### config.mk
export PLATFORM = sky130hd
export DESIGN_NAME = ssc_queue
export DESIGN_NICKNAME = d
export VERILOG_FILES = /design/src/design/ssc_pkg.sv /design/src/design/ssc_queue.sv
export SDC_FILE = /design/constraint.sdc
export NUM_CORES = 1
export LEC_CHECK = 0
export BUFFER_PORTS_ARGS = -buffer_cell sky130_fd_sc_hd__buf_2
export CAP_MARGIN = 20
export CORE_MARGIN = 2
export CORE_UTILIZATION = 51
export CTS_CLUSTER_DIAMETER = 50
export DETAILED_ROUTE_END_ITERATION = 10
export GPL_ROUTABILITY_DRIVEN = 0
export PLACE_DENSITY = 0.85
export SKIP_LAST_GASP = 1
export SLEW_MARGIN = 40
export SYNTH_ARGS = -nofsm -noshare
export SYNTH_HDL_FRONTEND = slang
export SYNTH_SLANG_ARGS = --single-unit
### constraint.sdc
create_clock -name clock -period 4.8 [get_ports clock]
set_clock_uncertainty 0.1 [all_clocks]
set_input_delay 0 -clock clock [delete_from_list [all_inputs] [get_ports clock]]
set_output_delay 0 -clock clock [all_outputs]
set_load 0.01 [all_outputs]
### src/design/ssc_pkg.sv
// Shared types and constants for the song sequencer crossfade switch.
// Holds the request, response and job structs and the register index codes.
// No dependencies; every other design file imports this package.
`timescale 1ns / 1ps
`default_nettype none

package ssc_pkg;

   // Sizes of the sequencer.
   localparam int NUM_CHANNELS = 8;
   localparam int SAMPLE_BITS  = 16;

   localparam logic [4:0]  MAX_ORDER    = 5'd16;
   localparam logic [6:0]  MAX_LENGTH   = 7'd64;
   localparam logic [16:0] FULL_FADE    = 17'h10000;

   // Reset values of the configuration registers.
   localparam logic [47:0] LENGTH_RESET = 48'd13403570319555;
   localparam logic [47:0] ORDER_RESET  = 48'd16434824;
   localparam logic [4:0]  COUNT_RESET  = 5'd8;
   localparam logic [4:0]  FCLK_RESET   = 5'd0;
   localparam logic [16:0] RATE_RESET   = 17'd14;
   localparam logic [15:0] PTICK_RESET  = 16'd48;

   // Configuration register indexes.
   typedef enum logic [2:0] {
      CSR_LENGTH_TABLE = 3'd0,
      CSR_ORDER_TABLE  = 3'd1,
      CSR_ORDER_COUNT  = 3'd2,
      CSR_FADE_CLOCKS  = 3'd3,
      CSR_FADE_RATE    = 3'd4,
      CSR_PULSE_TICKS  = 3'd5
   } ssc_csr_type;

   typedef logic signed [SAMPLE_BITS-1:0] ssc_sample_type;

   // One request: gates, learn buttons and eight samples.
   typedef struct packed {
      logic                          clock_gate;
      logic                          reset_gate;
      logic [NUM_CHANNELS-1:0]       learn_buttons;
      ssc_sample_type                sample_0;
      ssc_sample_type                sample_1;
      ssc_sample_type                sample_2;
      ssc_sample_type                sample_3;
      ssc_sample_type                sample_4;
      ssc_sample_type                sample_5;
      ssc_sample_type                sample_6;
      ssc_sample_type                sample_7;
   } ssc_req_type;

   // One response.
   typedef struct packed {
      ssc_sample_type                out_sample;
      logic [NUM_CHANNELS-1:0]       pulse_bits;
      logic [2:0]                    active_now;
      logic [NUM_CHANNELS-1:0]       learning_flags;
      logic                          fade_active;
   } ssc_rsp_type;

   // Work handed from the sequencing front end to the mixer.
   typedef struct packed {
      ssc_sample_type                s_old;
      ssc_sample_type                s_new;
      logic [16:0]                   progress;
      logic [NUM_CHANNELS-1:0]       pulses;
      logic [2:0]                    active;
      logic [NUM_CHANNELS-1:0]       lflags;
      logic                          fade;
   } ssc_job_type;

endpackage

`default_nettype wire

### src/design/ssc_queue.sv
// Two-entry job queue between the sequencing front end and the mixer.
// Depends on ssc_pkg for the job struct.
`timescale 1ns / 1ps
`default_nettype none

module ssc_queue
   import ssc_pkg::*;
(
   input  wire logic        clock,
   input  wire logic        reset,
   input  wire logic        in_valid,
   output logic             in_ready,
   input  wire ssc_job_type in_job,
   output logic             out_valid,
   input  wire logic        out_ready,
   output ssc_job_type      out_job
);

   ssc_job_type slot_ff [2];
   logic        wr_ff, wr_in;
   logic        rd_ff, rd_in;
   logic [1:0]  cnt_ff, cnt_in;
   logic        push, pop;

   assign in_ready  = (cnt_ff != 2'd2);
   assign out_valid = (cnt_ff != 2'd0);
   assign out_job   = slot_ff[rd_ff];
   assign push      = in_valid & in_ready;
   assign pop       = out_valid & out_ready;

   // Pointer and fill count update.
   always_comb begin
      wr_in  = push ? ~wr_ff : wr_ff;
      rd_in  = pop ? ~rd_ff : rd_ff;
      cnt_in = cnt_ff + {1'b0, push} - {1'b0, pop};
   end

   always_ff @(posedge clock) begin
      if (reset) begin
         wr_ff  <= 1'b0;
         rd_ff  <= 1'b0;
         cnt_ff <= 2'd0;
      end else begin
         wr_ff  <= wr_in;
         rd_ff  <= rd_in;
         cnt_ff <= cnt_in;
      end
   end

   // Job storage.
   always_ff @(posedge clock) begin
      if (push) begin
         slot_ff[wr_ff] <= in_job;
      end
   end

   // Pointers stay consistent with the fill count.
   a_ptr_count: assert property (@(posedge clock) disable iff (reset)
      (cnt_ff == 2'd0 || cnt_ff == 2'd2) |-> wr_ff == rd_ff)
      else $error("queue pointers disagree with fill count");

endmodule

`default_nettype wire

==> impl_metrics.env <==
export IMPL_layout_commonest_cell="buf_2"
export IMPL_grtUsageTotal=0.191
export IMPL_status="finished clean"
export IMPL_first_pass_iters=5
export IMPL_io_pins=144
export IMPL_final_hold_violation_count=0
export IMPL_num_antenna_cells=0
export IMPL_postSynthAreaPerCell_um2=22.0
export IMPL_cts_tree="yes"
export IMPL_worstSetupEndpointType="register"
export IMPL_synth_top_area_share=0.790
export IMPL_synth_area_leaders="edfxtp_1 79%, mux2_2 13%, mux2_4 2.9%, dfxtp_1 1.9%, buf_2 0.48%"
export IMPL_start_kind="register"
export IMPL_post_route_period_util=0.487
export IMPL_grt_pass1_vias=3263
export IMPL_synth_top_cell_by_area="edfxtp_1"
export IMPL_ys_ff_latch=143
export IMPL_drtAntennaViolNets=0
export IMPL_port_buffers=143
export IMPL_routedWlPerCell_um=16.6
export IMPL_hold_slack_ns=0.110
export IMPL_grt_overflow=0
export IMPL_worstPathRequired_ns=4.85
export IMPL_final_cell_mix="143 x buf_2, 138 x edfxtp_1, 74 x dlygate4sd3_1"
export IMPL_holdCritPathClass="primary input to register"
export IMPL_ir_worst_vdd_v=0.000387
export IMPL_die_x_um=105
export IMPL_yosys_warnings=0
export IMPL_vias_per_cell=4.82
export IMPL_maxSlewViolCount=0
export IMPL_crit_type="register to register"
export IMPL_clock_fmax_mhz=428
export IMPL_syn_area_um2=5250
export IMPL_yosysSeqAreaShare=0.809
export IMPL_drive_above_1_share=0.519
export IMPL_clockBufferDepth=2
export IMPL_maxCapViolCount=0
export IMPL_core_area_um2=10100
export IMPL_totalWireLength_um=10300
export IMPL_cts_resized=0
export IMPL_rsz0062_at_grt="no"
export IMPL_final_area_um2=7550
export IMPL_rows=37
export IMPL_cts_root_buf="clkbuf_8"
export IMPL_place_area_um2=6150
export IMPL_setup_violations=0
export IMPL_dp_hpwl_um=5870
export IMPL_syn_inst=239
export IMPL_die_height_um=105
export IMPL_syn_num_nets=314
export IMPL_clkSlewWorstSetupHoldPaths_ns=0.06
export IMPL_tightest_slew_ns=0.537
export IMPL_postLayoutSetupSlackWorst_ns=2.46
export IMPL_grt_pass1_wl_um=15900
export IMPL_antenna_found_initial=0
export IMPL_drc=0
export IMPL_grt_max_degree=38
export IMPL_cts_buffers=17
export IMPL_min_period_ns=2.34
export IMPL_p_leak_nw=2.91
export IMPL_htreeDepth=4
export IMPL_dp_slack_ns=2.49
export IMPL_ys_types=18
export IMPL_nets=546
export IMPL_powerDensity_nw_per_um2=520
export IMPL_route_vias_total=2987
export IMPL_syn_to_final_growth_pct=43.9
export IMPL_die_area_um2=11100
export IMPL_crit_fanout=36
export IMPL_tns_ns=0
export IMPL_cp_arrival_ns=2.38
export IMPL_clock_latency_ns=0.51
export IMPL_clkSinkCount=143
export IMPL_initial_core_util=0.518
export IMPL_relSlewSlack=0.642
export IMPL_drt_iter0_drc=112
[metal layers]
metal	vias to the layer above	global-route usage	wire length, µm
li1	1407	-	-
met1	1464	0.214	3960
met2	104	0.342	5650
met3	12	0.0569	521
met4	0	0.0752	131
met5	-	0	0
[what timing repair did]
item	CTS	global route
hold buffers	74	0
buffers inserted	0	0
setup endpoints to repair	0	0
hold endpoints to repair	157	0
[cells in the mapped netlist]
cell type	n
nor2_1	5
and3_1	1
o21a_1	1
ha_1	2
nand2_1	1
buf_2	5
xnor2_1	2
mux2_2	60
edfxtp_1	138
nor2b_1	2
inv_1	1
buf_6	2
buf_8	1
dfxtp_1	5
nand2b_1	1
or2_2	1
xor2_1	1
mux2_4	10
[stage by stage]
step                 util  instances  power, W
floorplan               -        239   0.00217
global placement    0.601        511   0.00241
detailed placement  0.607        514   0.00246
CTS                 0.745        620   0.00395
global route        0.745        620   0.00408
finish              0.745        620   0.00393
[report_power, final]
group | switching [W] | leakage (nW) | internal (W)
clock network | 0.000468 | 0.314 | 0.000974
logic | 0.000400 | 1.26 | 0.000434
registers | 0.0000838 | 1.33 | 0.00157
[cells by family (layout without fill, tap and decap cells)]
| logic type | count (synthesis) | count (layout) | synth area share |
|---|---|---|---|
| muxes | 70 | 70 | 0.157 |
| and+or+nand+nor | 11 | 11 | 0.0103 |
| DFF | 143 | 143 | 0.809 |
| buffers and inverters | 9 | 254 | 0.0126 |
| AOI/OAI and AO/OA | 1 | 1 | 0.00143 |
| adders and majority gates | 2 | 2 | 0.00477 |
| xor gates and xnor gates | 3 | 3 | 0.00501 |
[final cells by class]
| class | instances | area, µm² |
|---|---|---|
| clock buffer | 21 | 449 |
| clock inverter | 11 | 213 |
| fill | 577 | 2580 |
| inverter | 1 | 3.75 |
| multi-input combinational | 87 | 951 |
| sequential | 143 | 4250 |
| tap | 136 | 170 |
| timing repair buffer | 221 | 1520 |
[sequential cells by signal (all words and copies together), names as in the netlist, named ones only]
register / cells
cnt_ff: 2
rd_ff: 1
slot_ff: 138
wr_ff: 1
[critical path: stages (launching register included)]
cell,delay [ns]
dfxtp_1,0.38
nand2b_1,0.19
nand2_1,0.16
nor2_4,0.40
buf_8,0.25
buf_4,0.45
[final timing paths]
check	from	end	slack, ns	cells past startpoint
worst max register to register	cnt_ff[0]	slot_ff[0][12]	2.46	5
worst min register to register	rd_ff	rd_ff	0.44	2
worst min-delay path	in_job[57]	slot_ff[0][57]	0.11	2
worst max-delay path	cnt_ff[0]	slot_ff[0][12]	2.46	5
Note: power is estimated with default switching activity, not from simulation.
