`config.mk`:
```
export PLATFORM = sky130hd
export DESIGN_NAME = ssc_front
export DESIGN_NICKNAME = d
export VERILOG_FILES = /design/src/design/ssc_pkg.sv /design/src/design/ssc_front.sv
export SDC_FILE = /design/constraint.sdc
export NUM_CORES = 1
export LEC_CHECK = 0
export BUFFER_PORTS_ARGS = -buffer_cell sky130_fd_sc_hd__buf_2
export CAP_MARGIN = 5
export CORE_MARGIN = 1
export CORE_UTILIZATION = 40
export DETAILED_ROUTE_END_ITERATION = 7
export PLACE_DENSITY = 0.53
export RECOVER_POWER = 100
export SLEW_MARGIN = 30
export SYNTH_ARGS = -nofsm -noshare
export SYNTH_HDL_FRONTEND = slang
export SYNTH_SLANG_ARGS = --single-unit
```
`constraint.sdc`:
```
create_clock -name clock -period 15.8 [get_ports clock]
set_input_delay 2.37 -clock clock [delete_from_list [all_inputs] [get_ports clock]]
set_output_delay 2.37 -clock clock [all_outputs]
set_load 0.005 [all_outputs]
```
`src/design/ssc_pkg.sv`:
```
// Shared types and constants for the song sequencer crossfade switch.
// Holds the request, response and job structs and the register index codes.
// No dependencies; every other design file imports this package.
`timescale 1ns / 1ps
`default_nettype none

package ssc_pkg;

   // Sizes of the sequencer.
   localparam int NUM_CHANNELS = 8;
   localparam int SAMPLE_BITS  = 16;

   localparam logic [4:0]  MAX_ORDER    = 5'd16;
   localparam logic [6:0]  MAX_LENGTH   = 7'd64;
   localparam logic [16:0] FULL_FADE    = 17'h10000;

   // Reset values of the configuration registers.
   localparam logic [47:0] LENGTH_RESET = 48'd13403570319555;
   localparam logic [47:0] ORDER_RESET  = 48'd16434824;
   localparam logic [4:0]  COUNT_RESET  = 5'd8;
   localparam logic [4:0]  FCLK_RESET   = 5'd0;
   localparam logic [16:0] RATE_RESET   = 17'd14;
   localparam logic [15:0] PTICK_RESET  = 16'd48;

   // Configuration register indexes.
   typedef enum logic [2:0] {
      CSR_LENGTH_TABLE = 3'd0,
      CSR_ORDER_TABLE  = 3'd1,
      CSR_ORDER_COUNT  = 3'd2,
      CSR_FADE_CLOCKS  = 3'd3,
      CSR_FADE_RATE    = 3'd4,
      CSR_PULSE_TICKS  = 3'd5
   } ssc_csr_type;

   typedef logic signed [SAMPLE_BITS-1:0] ssc_sample_type;

   // One request: gates, learn buttons and eight samples.
   typedef struct packed {
      logic                          clock_gate;
      logic                          reset_gate;
      logic [NUM_CHANNELS-1:0]       learn_buttons;
      ssc_sample_type                sample_0;
      ssc_sample_type                sample_1;
      ssc_sample_type                sample_2;
      ssc_sample_type                sample_3;
      ssc_sample_type                sample_4;
      ssc_sample_type                sample_5;
      ssc_sample_type                sample_6;
      ssc_sample_type                sample_7;
   } ssc_req_type;

   // One response.
   typedef struct packed {
      ssc_sample_type                out_sample;
      logic [NUM_CHANNELS-1:0]       pulse_bits;
      logic [2:0]                    active_now;
      logic [NUM_CHANNELS-1:0]       learning_flags;
      logic                          fade_active;
   } ssc_rsp_type;

   // Work handed from the sequencing front end to the mixer.
   typedef struct packed {
      ssc_sample_type                s_old;
      ssc_sample_type                s_new;
      logic [16:0]                   progress;
      logic [NUM_CHANNELS-1:0]       pulses;
      logic [2:0]                    active;
      logic [NUM_CHANNELS-1:0]       lflags;
      logic                          fade;
   } ssc_job_type;

endpackage

`default_nettype wire

```
`src/design/ssc_front.sv`:
```
// Sequencing front end: configuration registers, gate edges, learn lanes,
// segment counting, fade control and trigger pulses. Builds one mix job per request.
// Depends on ssc_pkg.
`timescale 1ns / 1ps
`default_nettype none

module ssc_front
   import ssc_pkg::*;
(
   input  wire logic        clock,
   input  wire logic        reset,
   input  wire logic        csr_we,
   input  wire logic [2:0]  csr_index,
   input  wire logic [47:0] csr_wdata,
   input  wire logic        req_valid,
   output logic             req_ready,
   input  wire ssc_req_type req_payload,
   output logic             job_valid,
   input  wire logic        job_ready,
   output ssc_job_type      job
);

   // Configuration registers.
   logic [47:0] order_ff;
   logic [4:0]  count_ff;
   logic [4:0]  fclk_ff;
   logic [16:0] rate_ff;
   logic [15:0] pticks_ff;

   // Sequencer state.
   logic [3:0]  pos_ff, pos_in;
   logic [6:0]  cc_ff, cc_in;
   logic [2:0]  act_ff, act_in;
   logic [2:0]  prior_ff, prior_in;
   logic        fade_ff, fade_in;
   logic [16:0] prog_ff, prog_in;
   logic [9:0]  hist_ff, hist_in;
   logic [6:0]  wl_ff  [NUM_CHANNELS];
   logic [6:0]  wl_in  [NUM_CHANNELS];
   logic [6:0]  lc_ff  [NUM_CHANNELS];
   logic [6:0]  lc_in  [NUM_CHANNELS];
   logic [15:0] rem_ff [NUM_CHANNELS];
   logic [15:0] rem_in [NUM_CHANNELS];
   logic [NUM_CHANNELS-1:0] lf_ff, lf_in;

   logic        accept;
   logic        rst_edge, clk_edge;
   logic [NUM_CHANNELS-1:0] btn_edge;
   logic [3:0]  pos1;
   logic [6:0]  cc1;
   logic [2:0]  act1;
   logic [4:0]  eff;
   logic [6:0]  len;
   logic signed [7:0] st;
   logic [4:0]  np;
   logic [2:0]  ni;
   logic        load_pulse;
   logic        fade1;
   logic [16:0] prog1;
   logic [17:0] psum;
   logic [NUM_CHANNELS-1:0] pulses;

   // Input index of one play order entry.
   function automatic logic [2:0] order_entry(input logic [47:0] tbl, input logic [3:0] p);
      order_entry = tbl[p*3 +: 3];
   endfunction

   // Sample of one input of the request.
   function automatic ssc_sample_type pick(input ssc_req_type r, input logic [2:0] idx);
      case (idx)
         3'd0: pick = r.sample_0;
         3'd1: pick = r.sample_1;
         3'd2: pick = r.sample_2;
         3'd3: pick = r.sample_3;
         3'd4: pick = r.sample_4;
         3'd5: pick = r.sample_5;
         3'd6: pick = r.sample_6;
         3'd7: pick = r.sample_7;
         default: pick = r.sample_0;
      endcase
   endfunction

   assign req_ready = job_ready;
   assign job_valid = req_valid;
   assign accept    = req_valid & job_ready;

   // Gate edges, restart and learn lanes.
   always_comb begin
      rst_edge = req_payload.reset_gate & ~hist_ff[1];
      clk_edge = req_payload.clock_gate & ~hist_ff[0];
      btn_edge = req_payload.learn_buttons & ~hist_ff[9:2];
      hist_in  = {req_payload.learn_buttons, req_payload.reset_gate, req_payload.clock_gate};
      pos1 = rst_edge ? 4'd0 : pos_ff;
      cc1  = rst_edge ? 7'd0 : cc_ff;
      act1 = rst_edge ? order_entry(order_ff, 4'd0) : act_ff;
      for (int i = 0; i < NUM_CHANNELS; i++) begin
         lf_in[i] = rst_edge ? 1'b0 : lf_ff[i];
         lc_in[i] = rst_edge ? 7'd0 : lc_ff[i];
         wl_in[i] = wl_ff[i];
         if (btn_edge[i]) begin
            if (lf_in[i]) begin
               if (lc_in[i] != 7'd0) begin
                  wl_in[i] = (lc_in[i] > MAX_LENGTH) ? MAX_LENGTH : lc_in[i];
               end
               lf_in[i] = 1'b0;
            end else begin
               lf_in[i] = 1'b1;
               lc_in[i] = 7'd0;
            end
         end
         if (clk_edge && lf_in[i] && lc_in[i] < MAX_LENGTH) begin
            lc_in[i] = lc_in[i] + 7'd1;
         end
      end
   end

   // Segment counting, order stepping and fade start.
   always_comb begin
      eff = (count_ff == 5'd0) ? 5'd1 : ((count_ff > MAX_ORDER) ? MAX_ORDER : count_ff);
      len = wl_in[act1];
      st  = $signed({1'b0, len}) - $signed({3'b000, fclk_ff});
      cc_in      = cc1;
      pos_in     = pos1;
      act_in     = act1;
      prior_in   = prior_ff;
      fade1      = fade_ff;
      prog1      = prog_ff;
      load_pulse = 1'b0;
      np         = {1'b0, pos1} + 5'd1;
      if (np >= eff) begin
         np = 5'd0;
      end
      ni = order_entry(order_ff, np[3:0]);
      if (clk_edge) begin
         cc_in = cc1 + 7'd1;
         // Early fade: the last fade_clocks clocks of the segment.
         if (fclk_ff != 5'd0 && rate_ff != 17'd0 && !fade_ff) begin
            if ($signed({1'b0, cc_in}) >= st && cc_in < len && ni != act1) begin
               fade1    = 1'b1;
               prior_in = act1;
               prog1    = 17'd0;
            end
         end
         // Segment end: step to the next order entry.
         if (cc_in >= len) begin
            cc_in  = 7'd0;
            pos_in = np[3:0];
            if (!fade1 && ni != act1 && rate_ff != 17'd0) begin
               fade1    = 1'b1;
               prior_in = act1;
               prog1    = 17'd0;
            end
            act_in     = ni;
            load_pulse = 1'b1;
         end
      end
   end

   // Fade progress and trigger pulses.
   always_comb begin
      psum = {1'b0, prog1} + {1'b0, rate_ff};
      if (fade1 && rate_ff != 17'd0 && psum < {1'b0, FULL_FADE}) begin
         fade_in = 1'b1;
         prog_in = psum[16:0];
      end else begin
         fade_in = 1'b0;
         prog_in = FULL_FADE;
      end
      for (int i = 0; i < NUM_CHANNELS; i++) begin
         rem_in[i] = rem_ff[i];
         if (load_pulse && ni == 3'(i) && pticks_ff > rem_in[i]) begin
            rem_in[i] = pticks_ff;
         end
         pulses[i] = (rem_in[i] != 16'd0);
         if (pulses[i]) begin
            rem_in[i] = rem_in[i] - 16'd1;
         end
      end
   end

   // Mix job for the back end.
   always_comb begin
      job.s_new    = pick(req_payload, act_in);
      job.s_old    = pick(req_payload, prior_in);
      job.progress = prog_in;
      job.pulses   = pulses;
      job.active   = act_in;
      job.lflags   = lf_in;
      job.fade     = fade_in;
   end

   // Configuration registers.
   always_ff @(posedge clock) begin
      if (reset) begin
         order_ff  <= ORDER_RESET;
         count_ff  <= COUNT_RESET;
         fclk_ff   <= FCLK_RESET;
         rate_ff   <= RATE_RESET;
         pticks_ff <= PTICK_RESET;
      end else if (csr_we) begin
         case (csr_index)
            CSR_ORDER_TABLE: order_ff  <= csr_wdata;
            CSR_ORDER_COUNT: count_ff  <= csr_wdata[4:0];
            CSR_FADE_CLOCKS: fclk_ff   <= csr_wdata[4:0];
            CSR_FADE_RATE:   rate_ff   <= csr_wdata[16:0];
            CSR_PULSE_TICKS: pticks_ff <= csr_wdata[15:0];
            default: ;
         endcase
      end
   end

   // Sequencer state, advanced once per accepted request.
   always_ff @(posedge clock) begin
      if (reset) begin
         pos_ff   <= 4'd0;
         cc_ff    <= 7'd0;
         act_ff   <= 3'd0;
         prior_ff <= 3'd0;
         fade_ff  <= 1'b0;
         prog_ff  <= FULL_FADE;
         hist_ff  <= 10'd0;
         lf_ff    <= '0;
         for (int i = 0; i < NUM_CHANNELS; i++) begin
            wl_ff[i]  <= {1'b0, LENGTH_RESET[i*6 +: 6]} + 7'd1;
            lc_ff[i]  <= 7'd0;
            rem_ff[i] <= 16'd0;
         end
      end else begin
         if (accept) begin
            pos_ff   <= pos_in;
            cc_ff    <= cc_in;
            act_ff   <= act_in;
            prior_ff <= prior_in;
            fade_ff  <= fade_in;
            prog_ff  <= prog_in;
            hist_ff  <= hist_in;
            lf_ff    <= lf_in;
            for (int i = 0; i < NUM_CHANNELS; i++) begin
               lc_ff[i]  <= lc_in[i];
               rem_ff[i] <= rem_in[i];
            end
         end
         // A length table write reloads every working length.
         for (int i = 0; i < NUM_CHANNELS; i++) begin
            if (csr_we && csr_index == CSR_LENGTH_TABLE) begin
               wl_ff[i] <= {1'b0, csr_wdata[i*6 +: 6]} + 7'd1;
            end else if (accept) begin
               wl_ff[i] <= wl_in[i];
            end
         end
      end
   end

   // Outside a fade the new input is at full weight.
   a_idle_progress: assert property (@(posedge clock) disable iff (reset)
      !fade_ff |-> prog_ff == FULL_FADE)
      else $error("fade progress not full while no fade runs");

   // A restart without a clock edge leaves the order at its first entry.
   a_restart: assert property (@(posedge clock) disable iff (reset)
      (accept && rst_edge && !clk_edge) |=> (pos_ff == 4'd0 && cc_ff == 7'd0))
      else $error("restart did not clear position and count");

endmodule

`default_nettype wire

```
==> summary.md, run 1 <==
| Metric | Value |
|---|---|
| Met3 track demand over resource | `0.03505` |
| Worst VDD drop | `~85 µV` |
| Minimum clock period | `between 10000 and 15000 ps` |
| Compound-gate portion of the synthesized area | `0.2044` |
| Main combinational cell family by area after synthesis | `simple AND/OR/NAND/NOR gates` |
| Hold Crit Class | `reg2reg` |
| Syn Inst Count | `slightly below 4000` |
| Met1 Resource Use GR | `0.3767` |
| XOR/XNOR Fraction of Synth Area | `0.05949` |
| Layout cells sized above 1 | `0.09961` |
| Layout Nets | `between 4000 and 5000` |
| Final Slew Violations | `789` |
| GRT overflow | `0` |
| CP max stage cell | `clkbuf_1` |
| Max-slew headroom | `-1.729` |
| H-tree lvl count | `2` |
| Cell-internal power | `approximately 2.0 mW` |
| Most common flop cell mapped by yosys | `edfxtp_1` |
| Placement Setup Slack | `approximately 2300 ps` |
| Post-CTS Setup Repair Bufs | `0` |
| Lkg Pwr | `about 14 nW` |
| Core area | `just under 0.08 mm²` |
| Max-Cap Viols | `17` |
| Post-synthesis sequential area ratio | `0.3233` |
| Fillers | `about 8000` |
| Avg WL per Cell | `~23 µm` |
| R2r endpoint | `rem_ff[0][27]` |
| Synth warn | `0` |
| Clk root buf | `clkbuf_16` |
| Sw power | `between 0.8 and 0.9 mW` |
| Hold path start | `prog_ff[3]` |
| Post-synthesis register bit count | `~380` |
| Synth Area in Adders | `0.07985` |
| Largest net degree at the start of global routing | `82` |
| R2R depth | `29` |
| Multiplexer area fraction after synthesis | `0.05348` |
| Initial DRC count | `roughly 2600` |
| Fmax | `~0.070 GHz` |
| Met2 Use GR | `0.4879` |
| Vias in the first global route | `between 20000 and 30000` |
| Mapped Area | `between 0.03 and 0.04 mm²` |
| First-pass GRT wire length | `roughly 180000 µm` |
| Worst clock skew | `between 20 and 30 ps` |
| Worst Path Required | `between 10000 and 15000 ps` |
| Netlist cell types | `about 100` |
| Initial Util | `0.4036` |
| Area growth syn-to-layout | `12.68%` |
| Failing checks | `max-capacitance violations, max-slew violations` |
| Die Ht | `roughly 280 µm` |
| Gr busiest metal | `met2` |
| CTS tree | `built` |
| Reg clk slew, reported paths | `around 60 ps` |
| Critical path capture point type | `primary output` |
| Vias | `between 30000 and 40000` |
| Hold endpoint | `prog_ff[3]` |
| Drt first pass iters | `6` |
| Detailed placement HPWL | `around 86000 µm` |
| Post-Syn Area per Cell | `8.124 µm²` |
| Cell area after layout | `about 0.035 mm²` |
| I/O Buffers | `approximately 260` |
| CTS Buf Count | `between 40 and 50` |
| DP Area | `0.03369 mm²` |
| Clock buffer depth | `3` |
| Slew @ Worst Pin | `about 4000 ps` |
| Most common cell in the synthesized netlist | `nand2_1` |
| Site Rows | `102` |
| Number of synthesized flops with an enable pin | `240` |
| Initial antenna violation count | `1` |
| Final GP Congestion | `0.9501` |
| Worst setup margin | `1487 ps` |
| Via/cell ratio | `~6` |
| Simple-gate share of the synthesized area | `0.2277` |
| Synth area leader | `edfxtp_1` |
| CP Max Fanout | `29` |
| Period utilization | `0.9059` |
| Post-synth top cells | `541 x nand2_1, 358 x nor2_1, 240 x edfxtp_1` |
| P per Cell Area | `slightly above 80 mW/mm²` |
| Final ANT Viol Nets | `0` |
| Post-cts sizing count | `0` |
| R2R Path Start | `hist_ff[1]` |
| Die width | `roughly 280 µm` |
| Post-synthesis async set-or-reset flop share | `0` |
| Residual DRC | `0` |
| Critical path class | `in2out` |
| Mapped Nets | `about 4200` |
| Final setup vio count | `0` |
| Status | `finished, violations left` |
| IO Count | `265` |
| CP Launch Type | `primary input` |
| Setup TNS | `0 ps` |
| Reg2reg setup slack | `about 5300 ps` |
| GRT Total Usage | `0.2909` |
| Flop pwr share | `0.409` |
| Clock network power share | `0.411` |
| Share of the synthesized area in the top cell type | `0.2309` |
| RSZ-0062 raised after global routing | `false` |
| Post-Route WL | `between 100000 and 150000 µm` |
| Clk_lat worst skew | `630 ps` |
| Largest stage delay, worst path | `roughly 1300 ps` |
| Hold path cells | `2` |
| Sw Share | `0.3043` |
| Sink Count | `between 300 and 400` |
| Hold Fails Final Rpt | `0` |
| Gate power share | `0.180` |
| Critical path arrival | `11940 ps` |
| Die Footprint | `0.07915 mm²` |
| Hold buffers post-CTS | `0` |
| Top post-synthesis cells by area | `edfxtp_1 23%, dfxtp_1 9.2%, ha_1 7.9%, nand2_1 6.5%, mux2i_1 4.4%` |
==> state kept, by name, summed over array words and instances (netlist names), 4 cells and up <==
| name | cells |
|---|---|
| order_ff | 48 |
| cc_ff | 7 |
| prog_ff | 17 |
| count_ff | 5 |
| lf_ff | 8 |
| lc_ff | 56 |
| rem_ff | 128 |
| hist_ff | 10 |
| rate_ff | 17 |
| pos_ff | 4 |
| fclk_ff | 5 |
| wl_ff | 56 |
| pticks_ff | 16 |
==> critical path, delay by kind of cell <==
family / cells / cell delay [ps]
AOI/OAI and AO/OA: 5 / 2890
xor gates and xnor gates: 1 / 270
adders and majority gates: 3 / 980
buffers and inverters: 7 / 2360
muxes: 2 / 790
and+or+nand+nor: 7 / 2240
==> worst max path at each step <==
| stage | depth (start not counted) | from | slack (ps) | endpoint |
|---|---|---|---|---|
| final | 25 | req_payload[136] | 1490 | job[14] |
| after global routing | 26 | req_payload[136] | 740 | job[14] |
| after CTS | 39 | req_payload[136] | 2210 | job[33] |
| after detailed placement | 39 | req_payload[136] | 2260 | job[33] |
| after global placement | 37 | req_payload[136] | 2420 | job[33] |
| after floorplan | 43 | req_payload[136] | 3140 | job[0] |
==> routing by layer <==
| metal | part of all wire | wire [µm] | vias up |
|---|---|---|---|
| met5 | 0 | 0 | - |
| met4 | 0.044 | 5255 | 0 |
| met3 | 0.058 | 6851 | 237 |
| met2 | 0.47 | 55800 | 1071 |
| met1 | 0.43 | 50530 | 14530 |
| li1 | - | - | 14360 |
==> kinds of logic (layout without fill, tap and decap cells) <==
kind of cell               count (synthesis)  in the layout
and+or+nand+nor                         1519           1519
buffers and inverters                    411            635
adders and majority gates                198            198
xor gates and xnor gates                 212            212
other                                      0              5
AOI/OAI and AO/OA                        956            956
muxes                                    162            162
DFF                                      384            384
==> cells in the final DEF, fill, tap and decap left out, types with 44 or more instances in the layout <==
| cell type | n |
|---|---|
| nand2_1 | 540 |
| nor2_1 | 358 |
| edfxtp_1 | 240 |
| a21oi_1 | 227 |
| inv_1 | 207 |
| ha_1 | 196 |
| buf_2 | 196 |
| o21ai_0 | 192 |
| dfxtp_1 | 144 |
| mux2i_1 | 136 |
| xnor2_1 | 129 |
| nor3_1 | 123 |
| nand3_1 | 118 |
| clkbuf_1 | 93 |
| xor2_1 | 83 |
| a22oi_1 | 71 |
| clkbuf_16 | 53 |
| a21o_1 | 52 |
| o22ai_1 | 50 |
| nand4_1 | 47 |
| buf_4 | 46 |
| and3_1 | 45 |
| nor4_1 | 44 |
==> cell type report <==
class | count | area (µm²) | area share
inverters | 214 | 804.5 | 0.02287
clock buffers | 76 | 1543 | 0.04386
clock inverters | 14 | 153.9 | 0.004376
diodes | 5 | 12.51 | 0.0003557
flip-flops and latches | 384 | 10090 | 0.2869
well taps | 1040 | 1301 | 0.03700
multi-input cells | 3047 | 19590 | 0.5568
repair buffers | 331 | 1682 | 0.04781
==> stage by stage <==
stage	power, mW	hold slack (ps)	std cells	utilization
2_1_floorplan	1.526	416.7	3842	-
3_3_place_gp	1.717	428.8	5014	0.4351
3_5_place_dp	1.716	435.5	5015	0.4356
4_1_cts	2.907	449.1	5105	0.4576
5_1_grt	3.007	477.5	5107	0.4546
6_report	2.891	444.1	5111	0.4548
==> power by group through the flow <==
stage                     clock network (mW)  registers [mW]  logic, mW
after CTS                               1.21            1.18      0.522
after detailed placement                   0            1.20      0.519
final                                   1.19            1.18      0.521
after floorplan                            0            1.18      0.343
after global routing                    1.25            1.19      0.573
after global placement                     0            1.20      0.518
(Power assumes the default switching activity.)
==> run 2: changes to the inputs <==
- ABC_AREA: unset -> 1
==> summary.md, run 2 <==
| Metric | Value |
|---|---|
| Area of the multi-input gates | `0.01761 mm² (-10%)` |
| Initial Util | `0.4055 (+0.001952)` |
| Post-synthesis async set-or-reset flop share | `0 (unchanged)` |
| Leading cell type in the layout, fill and taps excluded | `nand2_1` |
| Crit path to | `job[62]` |
| Hold Fails Final Rpt | `0 (unchanged)` |
| Post-synthesis sequential area ratio | `0.3265 (+0.003246)` |
| Worst Path Required | `13430 ps (about the same)` |
| Setup TNS | `0 ps (unchanged)` |
| Minimum clock period | `14220 ps (-91.08 ps)` |
| Vias in the first global route | `29160 (+2.8%)` |
| Worst clock skew | `30.38 ps (+3.030 ps)` |
| Layout Nets | `5079 (+15%)` |
| Failing checks | `max-capacitance violations, max-slew violations` |
| Biggest register | `rem_ff` |
| Non-filler cells, final | `5765 (+13%)` |
| Max-Cap Viols | `12 (-5)` |
| Clock network power share | `0.385 (-0.026)` |
| H-tree lvl count | `2 (unchanged)` |
| Final Slew Violations | `595 (-25%)` |
| Clock buffer depth | `3 (unchanged)` |
| Site Rows | `101 (-0.98%)` |
| First-pass GRT wire length | `171000 µm (-3.1%)` |
| Flop pwr share | `0.385 (-0.024)` |
| Mapped Area | `0.03090 mm² (-0.99%)` |
| Clk_lat worst skew | `620 ps (about the same)` |
| Post-CTS Setup Repair Bufs | `0 (unchanged)` |
| Hold Crit Class | `reg2reg` |
| Avg WL per Cell | `19.41 µm (-16%)` |
| Largest stage delay, worst path | `1410 ps (+150 ps)` |
| Critical path capture point type | `primary output` |
| Largest net degree at the start of global routing | `96 (+17%)` |
| P per Cell Area | `87.08 mW/mm² (+5.9%)` |
| DP Area | `0.03320 mm² (-1.5%)` |
| Largest register FFs | `128 (unchanged)` |
| IO Count | `265 (unchanged)` |
| Sink Count | `384 (unchanged)` |
| Final ANT Viol Nets | `0 (unchanged)` |
| Residual DRC | `0 (unchanged)` |
| Synth warn | `0 (unchanged)` |
| Post-synth top cells | `1004 x nand2_1, 608 x inv_1, 511 x nor2_1` |
| Mapped Nets | `4882 (+15%)` |
| Worst setup margin | `1578 ps (+91.08 ps)` |
| Cell area after layout | `0.03462 mm² (-1.6%)` |
| CTS Buf Count | `48 (unchanged)` |
| Initial DRC count | `2529 (-4.5%)` |
| Detailed placement HPWL | `82920 µm (-3.2%)` |
| Cell-internal power | `2.031 mW (+0.98%)` |
| Max-slew headroom | `-1.961 (-0.2319)` |
| Post-Syn Area per Cell | `6.882 µm² (-15%)` |
| Cell family with most CP delay | `simple AND/OR/NAND/NOR gates` |
| Post-synthesis register bit count | `384 (unchanged)` |
| Number of synthesized flops with an enable pin | `240 (unchanged)` |
| GRT Total Usage | `0.2805 (-0.01038)` |
| Cell mode on critical path | `nand2_1` |
| Hold buffers post-CTS | `0 (unchanged)` |
| Critical path depth | `35 (+40%)` |
| R2r endpoint | `rem_ff[1][61]` |
| Sequential cell area | `0.01009 mm² (unchanged)` |
| Largest regs | `rem_ff x128, lc_ff x56, wl_ff x56` |
| Die width | `280.0 µm (-0.49%)` |
| R2R Path Start | `hist_ff[1]` |
| Final GP Congestion | `0.9320 (-1.9%)` |
| Netlist cell types | `67 (-36%)` |
| CP startpoint | `req_payload[136]` |
| Placed Instances | `5667 (+13%)` |
| Fillers | `8211 (+2.9%)` |
| Fmax | `0.07032 GHz (+0.64%)` |
| Sw Share | `0.3263 (+0.02199)` |
| PnR Total Power | `3.015 mW (+4.3%)` |
| Sw power | `0.9839 mW (+12%)` |
| Worst VDD drop | `77.90 µV (-8.7%)` |
| Lkg Pwr | `16.29 nW (+12%)` |
| CP Max Fanout | `48 (+66%)` |
| Most common flop cell mapped by yosys | `edfxtp_1` |
| Clk root buf | `clkbuf_16` |
| Core area | `0.07620 mm² (-1.5%)` |
| Gate power share | `0.230 (+0.050)` |
| Placement Setup Slack | `2578 ps (+314.2 ps)` |
| Die Footprint | `0.07837 mm² (-0.99%)` |
| Reg clk slew, reported paths | `70 ps (about the same)` |
| Critical path class | `in2out` |
| Slew @ Worst Pin | `4417 ps (+346.0 ps)` |
| Status | `finished, violations left` |
| Most frequent cells in the layout | `1012 x nand2_1, 615 x inv_1, 514 x nor2_1, 351 x o21ai_0, 312 x nand3_1` |
| RSZ-0062 raised after global routing | `false` |
| I/O Buffers | `264 (unchanged)` |
| Worst Path Buf+Inv | `8 (+1)` |
| Vias | `30950 (+2.5%)` |
| Area growth syn-to-layout | `12.03%` |
| CP max stage cell | `nor2_1` |
| Reg2reg setup slack | `5550 ps (+260 ps)` |
| Critical path arrival | `11850 ps (-90 ps)` |
| Period utilization | `0.9001 (-0.005765)` |
| Initial antenna violation count | `9 (+8)` |
| Share of the synthesized area in the top cell type | `0.2332 (+0.002319)` |
| Synth area leader | `edfxtp_1` |
| Top post-synthesis cells by area | `edfxtp_1 23%, nand2_1 12%, dfxtp_1 9.3%, ha_1 7.9%, inv_1 7.4%` |
| GRT overflow | `0 (unchanged)` |
| Post-Route WL | `111900 µm (-5.5%)` |
| Post-cts sizing count | `0 (unchanged)` |
| Die Ht | `280.0 µm (-0.49%)` |
| Layout cells sized above 1 | `0.09076 (-0.008851)` |
| Most common cell in the synthesized netlist | `nand2_1` |
| CP Launch Type | `primary input` |
| CTS tree | `built` |
| Via/cell ratio | `5.369 (-9.1%)` |
| R2R depth | `27 (-6.9%)` |
| Drt first pass iters | `6 (unchanged)` |
| Final setup vio count | `0 (unchanged)` |
| Syn Inst Count | `4490 (+17%)` |
-- run 2: cell count changes after synthesis, moves of 135 or more --
| cell | delta |
|---|---|
| nand3_1 | +193 |
| mux2i_1 | -135 |
| nor2_1 | +153 |
| o21ai_0 | +150 |
| inv_1 | +400 |
| nand2_1 | +463 |
-- run 2: area by class of cell --
type	instances	share of cell area
Clock buffer	69	0.04207
Inverter	631	0.06856
Clock inverter	21	0.005493
Timing Repair Buffer	317	0.04590
Multi-Input combinational cell	3305	0.5087
Antenna cell	8	0.0005782
Tap cell	1030	0.03722
Sequential cell	384	0.2914
-- run 2: through the flow --
step	hold slack (ps)	utilization
after detailed placement	450.6	0.4357
after floorplan	426.5	-
after global routing	480.8	0.4543
after global placement	449.0	0.4357
final	463.1	0.4543
after CTS	460.1	0.4573
-- run 2: worst min-delay path by stage --
stage          cells after the start          from  slack (ps)           end
5_1_grt                            2  order_ff[37]         480  order_ff[37]
3_3_place_gp                       2    hist_ff[0]         450    hist_ff[0]
4_1_cts                            2  order_ff[37]         460  order_ff[37]
6_report                           2  order_ff[37]         460  order_ff[37]
2_1_floorplan                      2    prog_ff[1]         430    prog_ff[1]
3_5_place_dp                       2  order_ff[37]         450  order_ff[37]
-- run 2: power groups by stage --
stage	clock (mW)	combinational (mW)	sequential [mW]
finish	1.16	0.693	1.16
global route	1.21	0.778	1.17
CTS	1.18	0.698	1.16
detailed placement	0	0.694	1.18
global placement	0	0.694	1.18
floorplan	0	0.456	1.18
-- run 2: cells by family (layout without fill, tap and decap cells) --
group           Yosys count  after routing  share of synthesized area
compound gates          849            849                     0.1570
xor+xnor                111            111                    0.03146
fa+ha+maj               198            198                    0.08065
buf+inv                 801           1038                     0.1020
flops                   384            384                     0.3265
mux                       5              5                   0.001741
other cells               0              8                          0
simple gates           2142           2142                     0.3006
-- run 2: per-layer routing --
layer / GRT usage / vias to the layer above / share of wire
met2: 0.4619 / 905 / 0.46
li1: - / 15460 / -
met3: 0.03369 / 181 / 0.054
met5: 0 / - / 0.000098
met4: 0.07945 / 2 / 0.027
met1: 0.3847 / 14410 / 0.46
-- run 2: worst register-to-register path, cell delays in order, from the launching register on --
cell and delay [ps]:
dfxtp_1 300, inv_1 40, nand2_1 590, buf_4 530, inv_1 540, clkbuf_1 520
nor2_1 460, ha_1 270, nand3_1 120, nor3_1 220, xor2_1 320, ha_1 200
nand2_1 100, or3b_1 390, nand2_1 70, nor2_1 80, clkbuf_1 240, nor2_1 700
nand3_1 150, nor3_1 890, clkbuf_1 1040, nand2_1 190, o21ai_0 350, nand3_2 220
nor3_1 530, nand2_1 520, nand2_1 200, nor2_1 60
